==> config.mk <==
export PLATFORM = sky130hd
export DESIGN_NAME = dual_channel_beacon_direction_unit_flat
export DESIGN_NICKNAME = d
export VERILOG_FILES = /design/src/rtl/core/bdu_pkg.sv /design/src/rtl/core/bdu_if.sv /design/src/rtl/core/bdu_window.sv /design/src/rtl/core/dual_channel_beacon_direction_unit.sv /design/src/flat_wrapper.sv
export SDC_FILE = /design/constraint.sdc
export NUM_CORES = 1
export LEC_CHECK = 0
export BUFFER_PORTS_ARGS = -buffer_cell sky130_fd_sc_hd__buf_2
export CAP_MARGIN = 20
export CORE_ASPECT_RATIO = 1.25
export CORE_MARGIN = 4
export CORE_UTILIZATION = 35
export DETAILED_ROUTE_END_ITERATION = 7
export GPL_ROUTABILITY_DRIVEN = 0
export HOLD_SLACK_MARGIN = 0.08
export PLACE_DENSITY = 0.53
export SYNTH_ARGS = -nofsm -noshare
export SYNTH_HDL_FRONTEND = slang
export SYNTH_HIERARCHICAL = 1
export SYNTH_SLANG_ARGS = --single-unit
==> constraint.sdc <==
create_clock -name clock -period 3.4 [get_ports clock]
set_clock_uncertainty 0.1 [all_clocks]
set_input_delay 0 -clock clock [delete_from_list [all_inputs] [get_ports clock]]
set_output_delay 0 -clock clock [all_outputs]
set_load 0.01 [all_outputs]
==> src/rtl/core/bdu_pkg.sv <==
`timescale 1ns / 1ps

package bdu_pkg;

   localparam int SAMPLE_W   = 10;
   localparam int SAMPLE_MAX = 1023;
   localparam int OUT_SUM_W  = 13;
   localparam int CSR_IDX_W  = 4;

   localparam int DETECT_RESET = 10;
   localparam int ARRIVE_RESET = 500;

   typedef enum logic [CSR_IDX_W-1:0] {
      CSR_DETECT_THRESHOLD = 4'd0,
      CSR_ARRIVE_THRESHOLD = 4'd1
   } csr_index_type;

   typedef enum logic [1:0] {
      DIR_FRONT = 2'd0,
      DIR_LEFT  = 2'd1,
      DIR_RIGHT = 2'd2
   } dir_type;

endpackage

==> src/rtl/core/bdu_if.sv <==
`timescale 1ns / 1ps

interface bdu_req_if;
   import bdu_pkg::*;
   logic                valid;
   logic                ready;
   logic [SAMPLE_W-1:0] left_sample;
   logic [SAMPLE_W-1:0] right_sample;

   modport source (output valid, output left_sample, output right_sample, input ready);
   modport sink   (input valid, input left_sample, input right_sample, output ready);
endinterface

interface bdu_rsp_if;
   import bdu_pkg::*;
   logic                 valid;
   logic                 ready;
   logic [1:0]           direction;
   logic                 arrived;
   logic [OUT_SUM_W-1:0] left_window_sum;
   logic [OUT_SUM_W-1:0] right_window_sum;

   modport source (output valid, output direction, output arrived,
                   output left_window_sum, output right_window_sum, input ready);
   modport sink   (input valid, input direction, input arrived,
                   input left_window_sum, input right_window_sum, output ready);
endinterface

interface bdu_csr_if;
   import bdu_pkg::*;
   logic                 valid;
   logic                 ready;
   logic [CSR_IDX_W-1:0] index;
   logic [SAMPLE_W-1:0]  data;

   modport source (output valid, output index, output data, input ready);
   modport sink   (input valid, input index, input data, output ready);
endinterface

==> src/rtl/core/bdu_window.sv <==
`timescale 1ns / 1ps

module bdu_window
   import bdu_pkg::*;
#(
   parameter int WINDOW_LEN = 5,
   parameter int SUM_W      = 13
) (
   input  logic                clock,
   input  logic                reset,
   input  logic                advance,
   input  logic [SAMPLE_W-1:0] sample,
   output logic [SUM_W-1:0]    sum_in
);

   logic [SAMPLE_W-1:0] hist_ff [WINDOW_LEN];
   logic [SUM_W-1:0]    sum_ff;

   // oldest sample drops out as the new one enters
   assign sum_in = sum_ff + SUM_W'(sample) - SUM_W'(hist_ff[WINDOW_LEN-1]);

   always_ff @(posedge clock) begin
      if (reset) begin
         sum_ff <= '0;
         for (int i = 0; i < WINDOW_LEN; i++) begin
            hist_ff[i] <= '0;
         end
      end else if (advance) begin
         sum_ff     <= sum_in;
         hist_ff[0] <= sample;
         for (int i = 1; i < WINDOW_LEN; i++) begin
            hist_ff[i] <= hist_ff[i-1];
         end
      end
   end

endmodule

==> src/rtl/core/dual_channel_beacon_direction_unit.sv <==
`timescale 1ns / 1ps

// Beacon direction finder. Each transfer on req_chan carries one left and one
// right sensor sample; each goes into a sliding window of the last WINDOW_LEN
// samples (zero at reset) with a running sum. The updated sums are compared
// with detect and arrive thresholds scaled by WINDOW_LEN, so the averages are
// tested exactly without division. One result leaves on rsp_chan for every
// request, taken from the result register; a new request is taken every cycle,
// also while a result waits, as long as the result register is free or being
// drained in that cycle. Latency is set by the single result register.
// Thresholds are written on csr_chan (index 0 detect, 1 arrive) by the user
// only while idle (not enforced by the block); other indexes are ignored.

module dual_channel_beacon_direction_unit
   import bdu_pkg::*;
#(
   parameter int WINDOW_LEN = 5
) (
   input  logic      clock,
   input  logic      reset,
   bdu_req_if.sink   req_chan,
   bdu_rsp_if.source rsp_chan,
   bdu_csr_if.sink   csr_chan
);

   localparam int SUM_W = $clog2(SAMPLE_MAX * WINDOW_LEN + 1);
   localparam int EXT_W = SUM_W + OUT_SUM_W;
   localparam int DETECT_RESET_SCALED = DETECT_RESET * WINDOW_LEN;
   localparam int ARRIVE_RESET_SCALED = ARRIVE_RESET * WINDOW_LEN;

   logic [SUM_W-1:0]     detect_scaled_ff;
   logic [SUM_W-1:0]     arrive_scaled_ff;
   logic [SUM_W-1:0]     csr_scaled;

   logic                 accept;
   logic [SUM_W-1:0]     left_sum_in;
   logic [SUM_W-1:0]     right_sum_in;
   logic [EXT_W-1:0]     left_ext;
   logic [EXT_W-1:0]     right_ext;
   logic                 left_det;
   logic                 right_det;
   dir_type              dir_in;
   logic                 arrived_in;

   logic                 valid_ff;
   dir_type              dir_ff;
   logic                 arrived_ff;
   logic [OUT_SUM_W-1:0] left_out_ff;
   logic [OUT_SUM_W-1:0] right_out_ff;

   assign req_chan.ready = !valid_ff || rsp_chan.ready;
   assign accept         = req_chan.valid && req_chan.ready;
   assign csr_chan.ready = 1'b1;

   assign csr_scaled = SUM_W'(csr_chan.data) * SUM_W'(WINDOW_LEN);

   always_ff @(posedge clock) begin
      if (reset) begin
         detect_scaled_ff <= SUM_W'(DETECT_RESET_SCALED);
         arrive_scaled_ff <= SUM_W'(ARRIVE_RESET_SCALED);
      end else if (csr_chan.valid) begin
         case (csr_chan.index)
            CSR_DETECT_THRESHOLD: detect_scaled_ff <= csr_scaled;
            CSR_ARRIVE_THRESHOLD: arrive_scaled_ff <= csr_scaled;
            default: ;
         endcase
      end
   end

   bdu_window #(.WINDOW_LEN(WINDOW_LEN), .SUM_W(SUM_W)) u_left (
      .clock   (clock),
      .reset   (reset),
      .advance (accept),
      .sample  (req_chan.left_sample),
      .sum_in  (left_sum_in)
   );

   bdu_window #(.WINDOW_LEN(WINDOW_LEN), .SUM_W(SUM_W)) u_right (
      .clock   (clock),
      .reset   (reset),
      .advance (accept),
      .sample  (req_chan.right_sample),
      .sum_in  (right_sum_in)
   );

   always_comb begin
      left_det  = left_sum_in > detect_scaled_ff;
      right_det = right_sum_in > detect_scaled_ff;
      if (left_det && right_det) begin
         // tie goes right
         dir_in = (left_sum_in > right_sum_in) ? DIR_LEFT : DIR_RIGHT;
      end else if (left_det) begin
         dir_in = DIR_LEFT;
      end else if (right_det) begin
         dir_in = DIR_RIGHT;
      end else begin
         dir_in = DIR_FRONT;
      end
      arrived_in = (left_sum_in > arrive_scaled_ff) || (right_sum_in > arrive_scaled_ff);
   end

   assign left_ext  = EXT_W'(left_sum_in);
   assign right_ext = EXT_W'(right_sum_in);

   always_ff @(posedge clock) begin
      if (reset) begin
         valid_ff <= 1'b0;
      end else if (accept) begin
         valid_ff <= 1'b1;
      end else if (rsp_chan.ready) begin
         valid_ff <= 1'b0;
      end
   end

   always_ff @(posedge clock) begin
      if (accept) begin
         dir_ff       <= dir_in;
         arrived_ff   <= arrived_in;
         left_out_ff  <= left_ext[OUT_SUM_W-1:0];
         right_out_ff <= right_ext[OUT_SUM_W-1:0];
      end
   end

   assign rsp_chan.valid            = valid_ff;
   assign rsp_chan.direction        = dir_ff;
   assign rsp_chan.arrived          = arrived_ff;
   assign rsp_chan.left_window_sum  = left_out_ff;
   assign rsp_chan.right_window_sum = right_out_ff;

endmodule

==> src/flat_wrapper.sv <==
// flat-port wrapper written by rule: the top's interface ports become plain ports
module dual_channel_beacon_direction_unit_flat import bdu_pkg::*;
#(
   parameter int WINDOW_LEN = 5
)
  (clock, reset, req_chan_valid, req_chan_left_sample, req_chan_right_sample, req_chan_ready, rsp_chan_valid, rsp_chan_direction, rsp_chan_arrived, rsp_chan_left_window_sum, rsp_chan_right_window_sum, rsp_chan_ready, csr_chan_valid, csr_chan_index, csr_chan_data, csr_chan_ready);
  bdu_req_if req_chan_i ();
  bdu_rsp_if rsp_chan_i ();
  bdu_csr_if csr_chan_i ();
  input  logic clock;
  input  logic reset;
  input wire logic [$bits(req_chan_i.valid)-1:0] req_chan_valid;
  input wire logic [$bits(req_chan_i.left_sample)-1:0] req_chan_left_sample;
  input wire logic [$bits(req_chan_i.right_sample)-1:0] req_chan_right_sample;
  output wire logic [$bits(req_chan_i.ready)-1:0] req_chan_ready;
  output wire logic [$bits(rsp_chan_i.valid)-1:0] rsp_chan_valid;
  output wire logic [$bits(rsp_chan_i.direction)-1:0] rsp_chan_direction;
  output wire logic [$bits(rsp_chan_i.arrived)-1:0] rsp_chan_arrived;
  output wire logic [$bits(rsp_chan_i.left_window_sum)-1:0] rsp_chan_left_window_sum;
  output wire logic [$bits(rsp_chan_i.right_window_sum)-1:0] rsp_chan_right_window_sum;
  input wire logic [$bits(rsp_chan_i.ready)-1:0] rsp_chan_ready;
  input wire logic [$bits(csr_chan_i.valid)-1:0] csr_chan_valid;
  input wire logic [$bits(csr_chan_i.index)-1:0] csr_chan_index;
  input wire logic [$bits(csr_chan_i.data)-1:0] csr_chan_data;
  output wire logic [$bits(csr_chan_i.ready)-1:0] csr_chan_ready;
  assign req_chan_i.valid = req_chan_valid;
  assign req_chan_i.left_sample = req_chan_left_sample;
  assign req_chan_i.right_sample = req_chan_right_sample;
  assign req_chan_ready = req_chan_i.ready;
  assign rsp_chan_valid = rsp_chan_i.valid;
  assign rsp_chan_direction = rsp_chan_i.direction;
  assign rsp_chan_arrived = rsp_chan_i.arrived;
  assign rsp_chan_left_window_sum = rsp_chan_i.left_window_sum;
  assign rsp_chan_right_window_sum = rsp_chan_i.right_window_sum;
  assign rsp_chan_i.ready = rsp_chan_ready;
  assign csr_chan_i.valid = csr_chan_valid;
  assign csr_chan_i.index = csr_chan_index;
  assign csr_chan_i.data = csr_chan_data;
  assign csr_chan_ready = csr_chan_i.ready;
  dual_channel_beacon_direction_unit #(.WINDOW_LEN(WINDOW_LEN)) u_core (.clock(clock), .reset(reset), .req_chan(req_chan_i), .rsp_chan(rsp_chan_i), .csr_chan(csr_chan_i));
endmodule
==> flow_summary.ini <==
[pwr]
swShare = 0.392
max-vdd-ir-drop_mv = 0.526
p_leak_nw = 6.01
p_int_mw = 8.28
p_comb_frac = 0.634
seqPwrFrac = 0.223
power_density_nw_per_um2 = 993
clkPwrFrac = 0.143
power.total_mw = 13.6
p_switching_mw = 5.35

[timing]
setup_ws_ns = -0.255
rsz0062_at_grt = yes
drv_slew = 0
timing.fmax_mhz = 274
slew_headroom = 0.423
finalHoldViolations = 0
fin_crit_sh = 1.07
tightest_slew_ns = 0.864
finalSetupViolCount = 3
fin_crit_ns = 3.65

[setup_path]
reg2regPathDepth = 15
cp.required_ns = 3.57
r2r-end = u_core/rsp_chan.direction[1]
cp_max_fo = 4
end_kind = flip-flop
reg2reg_slack_ns = -0.25
critPathLaunchType = flip-flop
r2r-start = u_core/u_left/sum_ff[1]
setup.worst_path.class = flip-flop to flip-flop
worstPathArrival_ns = 3.82

[placement]
dp.cells = 1559
portBuffers = 69
dp_hpwl_um = 18300
postPlaceCellArea_um2 = 12300
pre_cts_ws_ns = -0.414

[worst_hold_path]
whs_path_depth = 5
min_to = u_core/detect_scaled_ff[6]
hp-start = csr_chan_index[2]
hp-class = primary input to flip-flop

[clock_network]
clockBufferDepth = 2
htreeDepth = 4
cts_tree = done
root_buffer = clkbuf_16
clkLatencyLatePin_ns = 0.43
path_clk_slew_ns = 0.08
clock_sinks = 182
cts_made_buffers = 17

[die]
chipWidth_um = 163
fp.coreArea_um2 = 29400
start_util = 0.357
dieHeight_um = 202
io_pins = 71
die_area_um2 = 32900
row_count = 70

[outcome]
status = complete, but fails checks
failed_checks = negative setup slack

[routing]
wl_per_cell_um = 15.2
num_vias = 7924
drc = 0
wirelength_um = 25000
vias_per_cell = 4.83
postRouteAntennaNets = 0
drtPass1Iterations = 4
dr.first_iter.drc_count = 460

[grt]
grt_max_degree = 52
busiest_layer = met2
grtUsageMet1 = 0.197
use_met3 = 0.0233
overflow = 0
grt_usage = 0.155
grt_antenna_before_repair = 0
gr-usage-met2 = 0.271
grt_pass1_vias = 8052
grt_pass1_wl_um = 40700

[logic_synthesis]
synth_area_um2 = 10500
synth_fp_nets = 1173
ys_warn_count = 6
seq_area_frac_synth = 0.469
syn_area_per_cell_um2 = 10.5
ys.flop_type = edfxtp_1
async_reset_ff_frac = 0
synth_top_area_cell = edfxtp_1
ys_types = 61
ys_ff_latch = 182
yosys.area.top_type_share = 0.368
synth_cells = 1006
synth_edf_count = 129
ys_top_cells_by_area = edfxtp_1 37%, ha_1 13%, dfxtp_1 10%

[final_layout]
stdcell_count = 1641
syn2layout_area_growth_pct = 30.6
fin_nets = 1399
fin_area_um2 = 13700
drive_gt1_frac = 0.267
mostFrequentLayoutCells = 134 x inv_1, 134 x buf_4, 129 x edfxtp_1, 83 x and2_1, 82 x ha_1
n_antenna_cell = 0
utilization = 0.466

[job]
drv_cap = 0
[kinds of logic after synthesis]
| logic type | count (synthesis) | share of synthesized area |
|---|---|---|
| adder cells (fa/ha/maj) | 128 | 0.167 |
| flip-flops | 182 | 0.469 |
| multiplexers | 8 | 0.00762 |
| XOR/XNOR | 17 | 0.0168 |
| other | 1 | 0.000357 |
| AO/OA/AOI/OAI | 194 | 0.121 |
| AND/OR/NAND/NOR | 300 | 0.153 |
| buffers and inverters | 176 | 0.0641 |
[cells in the mapped netlist (14+ instances only)]
cell type    n
edfxtp_1   129
a21o_1      25
and2_1      88
nand2_1     53
ha_1       107
nand4_1     18
dfxtp_1     53
nor3_1      14
inv_1      143
o21ai_0     18
fa_1        21
nor2_1      53
a21oi_1     67
nand3_1     20
clkbuf_1    25
[power by group through the flow]
stage | clock [mW] | combinational (mW) | sequential [mW]
finish | 1.95 | 8.64 | 3.04
global route | 2.09 | 9.59 | 3.08
CTS | 2.01 | 8.26 | 3.05
detailed placement | 0 | 7.39 | 3.09
global placement | 0 | 7.26 | 3.09
floorplan | 0 | 4.28 | 3.14
[how the worst max path moves through the flow]
stage	from	to	cells after the start	slack, ns
2_1_floorplan	u_core/u_right/hist_ff[0][41]	u_core/rsp_chan.direction[0]	15	-0.07
3_3_place_gp	u_core/u_left/hist_ff[0][41]	u_core/rsp_chan.arrived	13	-0.33
3_5_place_dp	u_core/u_left/hist_ff[0][41]	u_core/rsp_chan.direction[1]	13	-0.41
4_1_cts	u_core/u_right/hist_ff[0][41]	u_core/rsp_chan.direction[0]	14	-0.22
5_1_grt	u_core/u_left/sum_ff[1]	u_core/rsp_chan.direction[1]	15	-0.43
6_report	u_core/u_left/sum_ff[1]	u_core/rsp_chan.direction[1]	15	-0.25
[layer usage]
metal	up-vias	part of all wire
li1	3957	-
met1	3836	0.45
met2	107	0.50
met3	24	0.026
met4	0	0.022
met5	-	0
[worst max-delay path, stage by stage, from the launching register on]
cell      delay, ns
dfxtp_2        0.34
inv_2          0.04
fa_1           0.46
buf_4          0.15
fa_2           0.33
nand2b_4       0.17
a21oi_4        0.21
o21ai_4        0.11
o21ai_2        0.15
xor2_1         0.15
buf_4          0.17
ha_1           0.26
and4_1         0.20
a221oi_2       0.30
a22oi_1        0.14
a211oi_1       0.21
[repair_timing]
item                                    CTS  global route
gates resized for setup                  56            23
hold buffers                             32             0
pin swaps                                40            22
hold endpoints to repair                 50             0
endpoints found under the setup margin    3             3
setup buffers                            12             6
[final cells by class]
class                      instances  area (um2)
fill                            2810       15700
multi-input combinational        648        5450
sequential                       182        4940
timing repair buffer             240        1750
inverter                         143         537
tap                              396         495
clock buffer                      19         433
clock inverter                    13         130
[sequential cells by signal, summed over array words and instances (netlist names)]
name and count:
u_core/arrive_scaled_ff 13, u_core/rsp_chan.arrived 1, u_core/u_right/sum_ff 13, u_core/rsp_chan.valid 1, u_core/rsp_chan.left_window_sum 13, u_core/u_left/hist_ff 50, u_core/u_left/sum_ff 13, u_core/u_right/hist_ff 50
u_core/rsp_chan.direction 2, u_core/detect_scaled_ff 13, u_core/rsp_chan.right_window_sum 13
[per-stage QoR]
stage | hold WS, ns | setup TNS, ns
2_1_floorplan | 0.0212 | -0.149
4_1_cts | 0.0821 | -0.624
3_3_place_gp | 0.144 | -0.960
5_1_grt | 0.126 | -1.20
6_report | 0.0880 | -0.675
3_5_place_dp | 0.152 | -1.22
(Power assumes the default switching activity.)
